**src/rtl/core/projectile_motion_step_assert.svh**
```systemverilog
// Assertion macros shared by the projectile motion step RTL.
// Depends on nothing; each macro expands to one labeled concurrent assertion.
`ifndef PROJECTILE_MOTION_STEP_ASSERT_SVH
`define PROJECTILE_MOTION_STEP_ASSERT_SVH

// Same-cycle implication, disabled while reset is held.
`define PMS_ASSERT_IMPLY(lbl, clk, rst_n, ante, cons, msg) \
    lbl: assert property (@(posedge clk) disable iff (!(rst_n)) (ante) |-> (cons)) \
        else $error(msg);

// Next-cycle implication, disabled while reset is held.
`define PMS_ASSERT_NEXT(lbl, clk, rst_n, ante, cons, msg) \
    lbl: assert property (@(posedge clk) disable iff (!(rst_n)) (ante) |=> (cons)) \
        else $error(msg);

`endif

```
**src/rtl/core/pms_pkg.sv**
```systemverilog
// Package for the projectile motion step: widths, constants, types and helpers.
// Used by the channel interfaces, the lanes, the merge stage and the top level.
package pms_pkg;

    localparam int WORD_W   = 32;
    localparam int DT_W     = 17;
    localparam int K_W      = 16;
    localparam int HALF_W   = 18;
    localparam int FLAGS_W  = 4;
    localparam int FRAC_W   = 16;
    localparam int GPROD_W  = 49;
    localparam int PROD_W   = 51;
    localparam int RSUM_W   = 52;
    localparam int DELTA_W  = 36;
    localparam int WIDE_W   = 37;
    localparam int SQ_W     = 26;
    localparam int SQSUM_W  = 28;
    localparam int NUM_LANES = 3;
    localparam int CFG_IDX_W = 3;

    localparam int FLAG_REST    = 0;
    localparam int FLAG_NO_GRAV = 1;
    localparam int FLAG_HALF    = 2;
    localparam int FLAG_LIQUID  = 3;

    localparam logic [K_W-1:0]     SCALE_HALF  = 16'd32768;
    localparam logic [K_W-1:0]     SCALE_FIFTH = 16'd13107;
    localparam logic [WORD_W-1:0]  MAG_LIMIT   = 32'd6554;
    localparam logic [SQSUM_W-1:0] SMALL_MAGSQ = 28'd42949673;

    typedef logic signed [WORD_W-1:0]  t_word;
    typedef logic signed [GPROD_W-1:0] t_gprod;
    typedef logic signed [PROD_W-1:0]  t_prod;
    typedef logic signed [RSUM_W-1:0]  t_rsum;
    typedef logic signed [DELTA_W-1:0] t_delta;
    typedef logic signed [WIDE_W-1:0]  t_wide;

    localparam t_word  WORD_MAX = t_word'(32'h7fff_ffff);
    localparam t_word  WORD_MIN = t_word'(32'h8000_0000);
    localparam t_rsum  RSUM_RND = t_rsum'(32768);
    localparam t_gprod GPROD_RND = t_gprod'(32768);

    typedef enum logic [CFG_IDX_W-1:0] {
        CFG_NGRAV_X = 3'd0,
        CFG_NGRAV_Y = 3'd1,
        CFG_NGRAV_Z = 3'd2,
        CFG_LGRAV_X = 3'd3,
        CFG_LGRAV_Y = 3'd4,
        CFG_LGRAV_Z = 3'd5,
        CFG_NDT     = 3'd6,
        CFG_LDT     = 3'd7
    } t_cfg_idx;

    typedef struct packed {
        logic s1;
        logic s2;
        logic s3;
        logic s4;
    } t_stage_en;

    typedef struct packed {
        logic            acc_big;
        logic [SQ_W-1:0] acc_sq;
        logic            vel_big;
        logic [SQ_W-1:0] vel_sq;
    } t_lane_mag;

    typedef struct packed {
        logic acc_small;
        logic vel_small;
    } t_small;

    // Divides by 2^16, rounding to nearest with ties toward plus infinity.
    function automatic t_delta rnd16(input t_rsum x);
        t_rsum b;
        b = x + RSUM_RND;
        return t_delta'(b >>> FRAC_W);
    endfunction

    function automatic t_word sat_word(input t_wide v);
        logic [WIDE_W-WORD_W:0] top;
        top = v[WIDE_W-1:WORD_W-1];
        if ((&top) || !(|top)) begin
            return t_word'(v);
        end else begin
            return v[WIDE_W-1] ? WORD_MIN : WORD_MAX;
        end
    endfunction

endpackage

```
**src/rtl/core/pms_merge.sv**
```systemverilog
// Merge stage: adds the squared components of all lanes and flags small vectors.
// Depends on pms_pkg; fed by the stage-two magnitude terms of each pms_lane.
module pms_merge import pms_pkg::*; (
    input  logic      i_clk,
    input  logic      i_en,
    input  t_lane_mag i_mag [NUM_LANES],
    output t_small    o_small
);

    t_small              r_small;
    t_small              n_small;
    logic [SQSUM_W-1:0]  acc_sum, vel_sum;
    logic                acc_big, vel_big;

    always_comb begin
        acc_sum = '0;
        vel_sum = '0;
        acc_big = 1'b0;
        vel_big = 1'b0;
        for (int l = 0; l < NUM_LANES; l++) begin
            acc_sum = acc_sum + SQSUM_W'(i_mag[l].acc_sq);
            vel_sum = vel_sum + SQSUM_W'(i_mag[l].vel_sq);
            acc_big = acc_big | i_mag[l].acc_big;
            vel_big = vel_big | i_mag[l].vel_big;
        end
        n_small.acc_small = !acc_big && (acc_sum < SMALL_MAGSQ);
        n_small.vel_small = !vel_big && (vel_sum < SMALL_MAGSQ);
    end

    always_ff @(posedge i_clk) begin
        if (i_en) begin
            r_small <= n_small;
        end
    end

    assign o_small = r_small;

endmodule

```
**config.mk**
```make
export PLATFORM = sky130hd
export DESIGN_NAME = pms_merge
export DESIGN_NICKNAME = d
export VERILOG_FILES = /design/src/rtl/core/projectile_motion_step_assert.svh /design/src/rtl/core/pms_pkg.sv /design/src/rtl/core/pms_merge.sv
export SDC_FILE = /design/constraint.sdc
export NUM_CORES = 1
export LEC_CHECK = 0
export ABC_AREA = 0
export BUFFER_PORTS_ARGS = -buffer_cell sky130_fd_sc_hd__buf_2
export CORE_MARGIN = 8
export CORE_UTILIZATION = 50
export CTS_BUF_LIST = sky130_fd_sc_hd__clkbuf_16
export CTS_CLUSTER_DIAMETER = 150
export DETAILED_ROUTE_END_ITERATION = 10
export GPL_TIMING_DRIVEN = 0
export PLACE_DENSITY = 0.84
export SYNTH_ARGS = -nofsm -noshare
export SYNTH_HDL_FRONTEND = slang
export SYNTH_SLANG_ARGS = --single-unit
```
**constraint.sdc**
```tcl
create_clock -name i_clk -period 4.4 [get_ports i_clk]
set_input_delay 0.88 -clock i_clk [delete_from_list [all_inputs] [get_ports i_clk]]
set_output_delay 0.88 -clock i_clk [all_outputs]
set_load 0.1 [all_outputs]
```
==> impl_metrics.csv, run 1 <==
group,metric,value,unit
sta,holdWs,0.880,ns
floorplanning,rows,31,
synthesis,netlist_instances,410,
floorplanning,die-area,0.0104,mm^2
floorplanning,die_w,102,um
critical_path,cp.required,4.43,ns
drt,vias_per_cell,5.66,
critical_path,crit_slowest_cell,"fa_1",
synthesis,syn-num-nets,678,
synthesis,synthFlopType,"edfxtp_1",
global_route,grt_use_total,0.208,
sta,hold_viol,0,
synthesis,syn-cell-area,0.00371,mm^2
critical_path,cpPeakStageDelay,0.48,ns
clocking,clk_pin_slew,0.03,ns
drt,drt_iter0_drc,131,
pwr,peakVddDrop,0.301,mV
global_route,antenna_found_initial,0,
placed_design,gp_congestion,0.891,
clocking,cts_root_buf,"clkbuf_16",
sta,fin_crit,4.25,ns
global_route,grt-ovfl-total,0,
sta,fin_crit_sh,0.966,
clocking,numCtsBuffers,3,
sta,slew_viol_final,0,
global_route,grt_pass1_wl,18200,um
drt,drt-wirelength-per-cell,16.2,um
sta,max_slew.worst_pin.slew,0.472,ns
critical_path,start_kind,"input pin",
min_path,min_to,"o_small[1]$_DFFE_PP_",
clocking,clock_path_buffers,2,
min_path,holdPathStages,1,
critical_path,worstPathCellList,"buf_2 -> fa_1 -> ha_1 -> fa_1 -> a21o_1 -> a221oi_4 -> a221o_2 -> o32ai_2 -> o41ai_2 -> xnor2_1 -> nor3_2 -> o41ai_2 -> a21oi_1 -> a21oi_1 -> nor4b_2",
sta,setup_viol,0,
layout,fin_cells,686,
min_path,min_path_type,"input pin to register",
synthesis,ys_seq_area_frac,0.0162,
critical_path,worstSetupPathType,"input pin to register",
clocking,ctsHtreeMaxLevel,1,
synthesis,netlist-cell-type-count,62,
synthesis,synth_warnings,0,
global_route,grt_max_degree,10,
layout,largest_reg_flops,2,
layout,finalNetCount,857,
drt,drt_pass1_iterations,5,
clocking,holdBufCountCts,0,
pwr,power_density,275,mW/mm^2
drt,totalWireLength,11100,um
pwr,fin_total_pwr,0.00134,W
global_route,grt_pass1_vias,4256,
placed_design,place_inst,674,
min_path,worst_hold_startpoint,"i_en",
sta,relSlewSlack,0.677,
floorplanning,core,0.00721,mm^2
drt,dr_total_vias,3884,
clocking,cts.sinks,2,
clocking,cts_tree,"yes",
placed_design,dpl.hpwl,9780,um
layout,num_antenna_cells,0,
flow_run,drv_cap,0,
pwr,leakagePower,2.31,nW
layout,syn2layout_area_growth,31.4,%
synthesis,avgSynthCellArea,9.04,um^2
critical_path,crit_arrival,4.28,ns
sta,fmaxAchievable,235,MHz
critical_path,endpoint_kind,"register",
placed_design,numPortBuffers,165,
layout,final_core_util,0.675,
synthesis,ys_ff_latch,2,
critical_path,cp_max_fo,5,
synthesis,synthArstFlopShare,0,
layout,drive_above_1_share,0.348,
drt,drc,0,
drt,drtAntennaViolNets,0,
outcome,status,"finished, final reports clean",
floorplanning,die_h,102,um
floorplanning,start_util,0.514,
synthesis,synth_edf_count,2,
floorplanning,num_io_pins,166,
==> area by class of cell <==
cell class	instances	area (um^2)
inverter	21	78.8
buffer	5	28.8
multi-input combinational	382	3610
tap	99	124
timing repair buffer	174	893
fill	597	2340
clock buffer	3	75.1
sequential	2	60.1
==> worst max-delay path, delay by kind of cell <==
family / cells / cell delay, ns
buffers and inverters: 1 / 0.11
AND/OR/NAND/NOR: 2 / 0.47
XOR/XNOR: 1 / 0.13
adder cells (fa/ha/maj): 3 / 1.15
AO/OA/AOI/OAI: 8 / 1.54
==> timing repair <==
action | in CTS | in global routing
cloned | 0 | 0
setup endpoints to repair | 1 | 2
gates resized for setup | 1 | 11
pin swaps | 1 | 11
buffers inserted | 1 | 8
==> cells in the mapped netlist (3+ instances only) <==
master,n,share of area
o21ai_1,6,0.0081
a21oi_1,44,0.059
xnor2_1,20,0.047
a311oi_1,3,0.0071
o21ai_0,16,0.022
nor4_1,3,0.0051
nand3_1,11,0.015
a31oi_1,4,0.0067
nand2_1,23,0.023
o31ai_1,3,0.0061
a21o_1,18,0.036
o2111ai_1,3,0.0071
and2_1,3,0.0051
fa_1,54,0.29
o211ai_1,6,0.012
o21a_1,12,0.024
nor3b_1,6,0.012
inv_1,21,0.021
nor2_1,22,0.022
nor3_1,7,0.0094
o21bai_1,8,0.016
ha_1,50,0.17
and3_1,4,0.0067
xor2_1,12,0.028
==> how the worst max path moves through the flow <==
stage          depth (start not counted)              endpoint  startpoint
2_1_floorplan                         14  o_small[1]$_DFFE_PP_   i_mag[28]
3_3_place_gp                          15  o_small[1]$_DFFE_PP_   i_mag[28]
3_5_place_dp                          15  o_small[1]$_DFFE_PP_   i_mag[28]
4_1_cts                               14  o_small[0]$_DFFE_PP_    i_mag[1]
5_1_grt                               14  o_small[1]$_DFFE_PP_   i_mag[30]
6_report                              15  o_small[0]$_DFFE_PP_    i_mag[1]
==> metal layers <==
metal	share of wire	global-route usage	routed length (um)
met3	0.096	0.0559	1070
met4	0.0086	0.0372	96
met5	0	0	0
met1	0.39	0.229	4320
met2	0.51	0.388	5630
==> cell usage in the layout, fill, tap and decap left out, drive strengths merged, types with 4 or more instances in the layout <==
master	instances
o211ai	7
o21bai	8
xor2	12
nand2	23
o21a	12
o21ai	22
xnor2	20
fa	54
a21o	18
nand3	11
a311oi	5
clkbuf	5
a21oi	46
and3	4
nor3	8
buf	177
a31oi	6
ha	50
nor2	22
nor3b	6
inv	21
==> metrics by stage <==
step	setup slack, ns	area [um^2]	TNS (ns)
2_1_floorplan	0.338	3710	0
3_3_place_gp	-0.290	4660	-0.367
3_5_place_dp	-0.395	4660	-0.574
4_1_cts	0.0258	4750	0
5_1_grt	-0.0711	4870	-0.0711
6_report	0.150	4870	0
==> report_power, final <==
| group | leakage [nW] | switching (W) | internal [W] |
|---|---|---|---|
| Clock | 0.0370 | 0.0000191 | 0.000115 |
| Combinational | 2.26 | 0.000644 | 0.000540 |
| Sequential | 0.0190 | 0.000000477 | 0.0000229 |
| Total | 2.31 | 0.000664 | 0.000678 |
==> cell families after synthesis <==
kind of cell / synth area share
buffers and inverters: 0.0290
AO/OA/AOI/OAI: 0.298
XOR/XNOR: 0.0756
AND/OR/NAND/NOR: 0.120
flip-flops: 0.0162
adder cells (fa/ha/maj): 0.460
Note: power is estimated with default switching activity, not from simulation.
==> inputs of run 2 (changes only) <==
--- a/config.mk
+++ b/config.mk
@@ -7,12 +7,13 @@
 export LEC_CHECK = 0
 export ABC_AREA = 0
 export BUFFER_PORTS_ARGS = -buffer_cell sky130_fd_sc_hd__buf_2
+export CORE_ASPECT_RATIO = 0.5
 export CORE_MARGIN = 8
 export CORE_UTILIZATION = 50
 export CTS_BUF_LIST = sky130_fd_sc_hd__clkbuf_16
 export CTS_CLUSTER_DIAMETER = 150
 export DETAILED_ROUTE_END_ITERATION = 10
-export GPL_TIMING_DRIVEN = 0
+export GPL_TIMING_DRIVEN = 1
 export PLACE_DENSITY = 0.84
 export SYNTH_ARGS = -nofsm -noshare
 export SYNTH_HDL_FRONTEND = slang
==> impl_metrics.csv, run 2 (synthesis gave the netlist of run 1 again) <==
group,metric,value,unit
placed_design,numPortBuffers,165,
layout,num_antenna_cells,0,
floorplanning,start_util,0.510,
sta,holdWs,0.880,ns
drt,top_layer_used,"met4",
sta,fmaxAchievable,237,MHz
critical_path,worstSetupPathType,"input pin to register",
drt,wl_met2,5410,um
clocking,ctsHtreeMaxLevel,1,
drt,drt_pass1_iterations,4,
layout,largest_reg_flops,2,
global_route,grt-ovfl-total,0,
critical_path,crit_arrival,4.26,ns
layout,layout_common_cells,"buf_2 (165), fa_1 (54), ha_1 (50), a21oi_1 (44), nand2_1 (23)",
floorplanning,rows,22,
flow_run,drv_cap,0,
drt,wl_met3,632,um
global_route,grt_max_degree,9,
global_route,antenna_found_initial,0,
layout,syn2layout_area_growth,29.8,%
drt,drc,0,
sta,max_slew.worst_pin.slew,0.499,ns
layout,finalNetCount,855,
layout,drive_above_1_share,0.333,
drt,drtAntennaViolNets,0,
sta,fin_crit,4.22,ns
floorplanning,num_io_pins,166,
floorplanning,die_h,76.9,um
critical_path,cp.required,4.44,ns
floorplanning,core,0.00727,mm^2
pwr,peakVddDrop,0.122,mV
min_path,min_path_type,"input pin to register",
critical_path,start_kind,"input pin",
clocking,holdBufCountCts,0,
floorplanning,die-area,0.0106,mm^2
drt,drt_iter0_drc,208,
critical_path,crit_family,"compound AO/OA/AOI/OAI gates",
clocking,clk_pin_slew,0.03,ns
sta,relSlewSlack,0.669,
drt,vias_per_cell,5.59,
critical_path,critPathBufInv,1,
global_route,grt_pass1_vias,4068,
layout,final_common_cell,"buf_2",
clocking,numCtsBuffers,3,
critical_path,endpoint_kind,"register",
critical_path,cpPeakStageDelay,0.52,ns
sta,setup_tns,0,ns
pwr,leakagePower,2.31,nW
drt,dr_total_vias,3807,
global_route,grt_pass1_wl,16800,um
placed_design,gp_congestion,0.903,
critical_path,crit_slowest_cell,"fa_1",
critical_path,worstPathCellList,"buf_2 -> fa_1 -> ha_1 -> fa_1 -> a21oi_1 -> o21ai_1 -> a21oi_2 -> o31a_2 -> a31oi_1 -> a21o_1 -> a21o_1 -> a311oi_4 -> o221ai_1 -> o21a_1 -> a311oi_1",
placed_design,dpl.hpwl,9200,um
clocking,cts.sinks,2,
global_route,grt_use_total,0.186,
sta,setup_viol,0,
clocking,cts_root_buf,"clkbuf_16",
pwr,power_density,269,mW/mm^2
sta,slew_viol_final,0,
outcome,status,"finished, final reports clean",
critical_path,cp_max_fo,3,
sta,fin_crit_sh,0.959,
drt,m1WireLength,4060,um
layout,final_core_util,0.662,
clocking,clock_path_buffers,2,
sta,hold_viol,0,
drt,totalWireLength,10300,um
floorplanning,die_w,138,um
drt,drt-wirelength-per-cell,15.1,um
clocking,cts_tree,"yes",
==> run 2: cell count changes in the layout (fill, tap and decap cells not counted), moves of 2 or more <==
cell,before,now
o41ai_2,3,1
buf_2,167,165
clkbuf_1,2,0
a21oi_2,5,2
o41ai_1,0,2
a311oi_2,3,1
a21oi_1,41,44
buf_4,9,12
==> run 2: final cells by class <==
cell class / count / area (um^2)
clock buffer: 3 / 75.1
multi-input combinational: 382 / 3560
fill: 658 / 2450
sequential: 2 / 60.1
tap: 96 / 120
timing repair buffer: 177 / 916
inverter: 21 / 78.8
==> run 2: metal layers <==
metal,vias to the layer above,track usage
li1,1898,-
met1,1777,0.203
met2,116,0.367
met3,16,0.0241
met4,0,0.0437
met5,-,0
==> run 2: report_power, final <==
| part | total, W | internal [W] | switching (W) |
|---|---|---|---|
| sequential | 0.0000233 | 0.0000229 | 0.000000450 |
| combinational | 0.00113 | 0.000526 | 0.000606 |
| clock | 0.000137 | 0.000116 | 0.0000213 |
| total | 0.00129 | 0.000665 | 0.000627 |
==> run 2: repair_timing <==
| action | 4_1_cts | 5_1_grt |
|---|---|---|
| resized for setup | 0 | 2 |
| buffers inserted | 0 | 0 |
| setup endpoints to repair | 0 | 2 |
==> run 2: metrics by stage <==
stage	total power (W)	cell area [um^2]	cells	setup WS, ns
after floorplan	0.000841	3710	410	0.338
after global placement	0.00110	4710	678	0.0428
after CTS	0.00128	4790	681	0.165
final	0.00129	4810	681	0.182
after detailed placement	0.00113	4710	678	-0.0430
after global routing	0.00143	4810	681	-0.00959
==> run 2: final timing paths <==
kind	end	from	cells past startpoint	slack, ns
setup / recovery	o_small[1]$_DFFE_PP_	i_mag[28]	15	0.18
hold / removal	o_small[0]$_DFFE_PP_	i_en	1	0.88
==> inputs of run 3 (changes only) <==
==> constraint.sdc (replaced) <==
create_clock -name i_clk -period 4.4 [get_ports i_clk]
set_input_delay 0.22 -clock i_clk [delete_from_list [all_inputs] [get_ports i_clk]]
set_output_delay 0.22 -clock i_clk [all_outputs]
set_load 0.1 [all_outputs]
==> impl_metrics.csv, run 3 (synthesis gave the netlist of run 1 again) <==
group,metric,value,unit
floorplanning,core,0.00727,mm^2
min_path,holdPathStages,1,
sta,setup_viol,0,
floorplanning,die_w,138,um
clocking,holdBufCountCts,0,
layout,layout_common_cells,"buf_2 (165), fa_1 (54), ha_1 (50), a21oi_1 (44), nand2_1 (23)",
layout,largest_reg_flops,2,
sta,setup_ws,0.670,ns
drt,drt-wirelength-per-cell,14.6,um
global_route,grt_pass1_wl,16000,um
clocking,ctsHtreeMaxLevel,1,
floorplanning,start_util,0.510,
min_path,worst_hold_startpoint,"i_en",
floorplanning,rows,22,
pwr,fin_total_pwr,0.00124,W
floorplanning,num_io_pins,166,
critical_path,endpoint_kind,"register",
clocking,postCtsResizedCells,0,
sta,relSlewSlack,0.628,
drt,drtAntennaViolNets,0,
layout,num_antenna_cells,0,
clocking,cts_root_buf,"clkbuf_16",
critical_path,worstPathCellList,"buf_2 -> fa_1 -> ha_1 -> fa_1 -> a21o_1 -> a221oi_2 -> a221o_2 -> o32ai_2 -> o21ai_0 -> o311ai_1 -> o41ai_1 -> a21oi_1 -> a21oi_1 -> nor4b_2",
pwr,leakagePower,2.25,nW
critical_path,crit_arrival,3.69,ns
global_route,grt-ovfl-total,0,
min_path,min_to,"o_small[0]$_DFFE_PP_",
global_route,antenna_found_initial,0,
critical_path,worstSetupPathType,"input pin to register",
sta,slew_viol_final,0,
sta,fmaxAchievable,268,MHz
pwr,peakVddDrop,0.134,mV
layout,drive_above_1_share,0.319,
sta,holdWs,0.223,ns
flow_run,drv_cap,0,
global_route,grt_use_total,0.177,
floorplanning,die_h,76.9,um
drt,vias_per_cell,5.61,
placed_design,dp_slack,0.508,ns
outcome,status,"finished, final reports clean",
sta,fin_crit_sh,0.848,
clocking,cts.sinks,2,
layout,final_common_cell,"buf_2",
clocking,clock_path_buffers,2,
placed_design,numPortBuffers,165,
sta,setup_tns,0,ns
critical_path,cp.required,4.36,ns
drt,dr_total_vias,3753,
drt,drt_pass1_iterations,4,
pwr,power_density,264,mW/mm^2
layout,finalNetCount,843,
clocking,cts_setup_buffers,0,
sta,fin_crit,3.73,ns
drt,drt_iter0_drc,173,
global_route,grt_pass1_vias,3923,
critical_path,critPathBufInv,1,
drt,drc,0,
placed_design,dpl.hpwl,8950,um
critical_path,cp_max_fo,5,
global_route,grt_max_degree,10,
layout,syn2layout_area_growth,26.8,%
clocking,clk_pin_slew,0.03,ns
critical_path,crit_family,"compound AO/OA/AOI/OAI gates",
clocking,numCtsBuffers,3,
floorplanning,die-area,0.0106,mm^2
min_path,min_path_type,"input pin to register",
sta,grt_setup_unrepaired,"false",
drt,totalWireLength,9760,um
critical_path,crit_slowest_cell,"o41ai_1",
critical_path,start_kind,"input pin",
sta,hold_viol,0,
sta,max_slew.worst_pin.slew,0.555,ns
layout,fill_cells,649,
placed_design,gp_congestion,0.871,
clocking,cts_tree,"yes",
critical_path,cpPeakStageDelay,0.49,ns
run 3: worst max path at each step:
stage / from / end / slack (ns) / cells past startpoint
after global placement: i_mag[1] / o_small[0]$_DFFE_PP_ / 0.62 / 15
after detailed placement: i_mag[28] / o_small[1]$_DFFE_PP_ / 0.51 / 15
after global routing: i_mag[28] / o_small[1]$_DFFE_PP_ / 0.48 / 15
after floorplan: i_mag[28] / o_small[1]$_DFFE_PP_ / 1.0 / 14
final: i_mag[1] / o_small[0]$_DFFE_PP_ / 0.67 / 14
after CTS: i_mag[28] / o_small[1]$_DFFE_PP_ / 0.72 / 15
run 3: report_power, final:
group / switching, W / leakage, nW / internal (W)
Combinational: 0.000590 / 2.19 / 0.000494
Clock: 0.0000192 / 0.0370 / 0.000115
Sequential: 0.000000401 / 0.0190 / 0.0000229
Total: 0.000610 / 2.25 / 0.000632
run 3: stage by stage:
step                      instances  instance area [um^2]  utilization
final                           669                  4700        0.647
after global routing            669                  4700        0.647
after CTS                       669                  4700        0.647
after detailed placement        666                  4620        0.636
after global placement          666                  4620        0.636
after floorplan                 410                  3710            -
run 3: area by class of cell:
| type | count | area, um^2 | area share |
|---|---|---|---|
| Sequential cell | 2 | 60.1 | 0.0128 |
| Multi-Input combinational cell | 382 | 3540 | 0.753 |
| Inverter | 21 | 78.8 | 0.0168 |
| Clock buffer | 3 | 75.1 | 0.0160 |
| Timing Repair Buffer | 165 | 826 | 0.176 |
| Tap cell | 96 | 120 | 0.0256 |
run 3: layer usage:
layer / global-route usage / part of all wire / vias up
li1: - / - / 1879
met1: 0.196 / 0.39 / 1735
met2: 0.341 / 0.52 / 125
met3: 0.0241 / 0.077 / 14
met4: 0.0458 / 0.016 / 0
met5: 0 / 0 / -
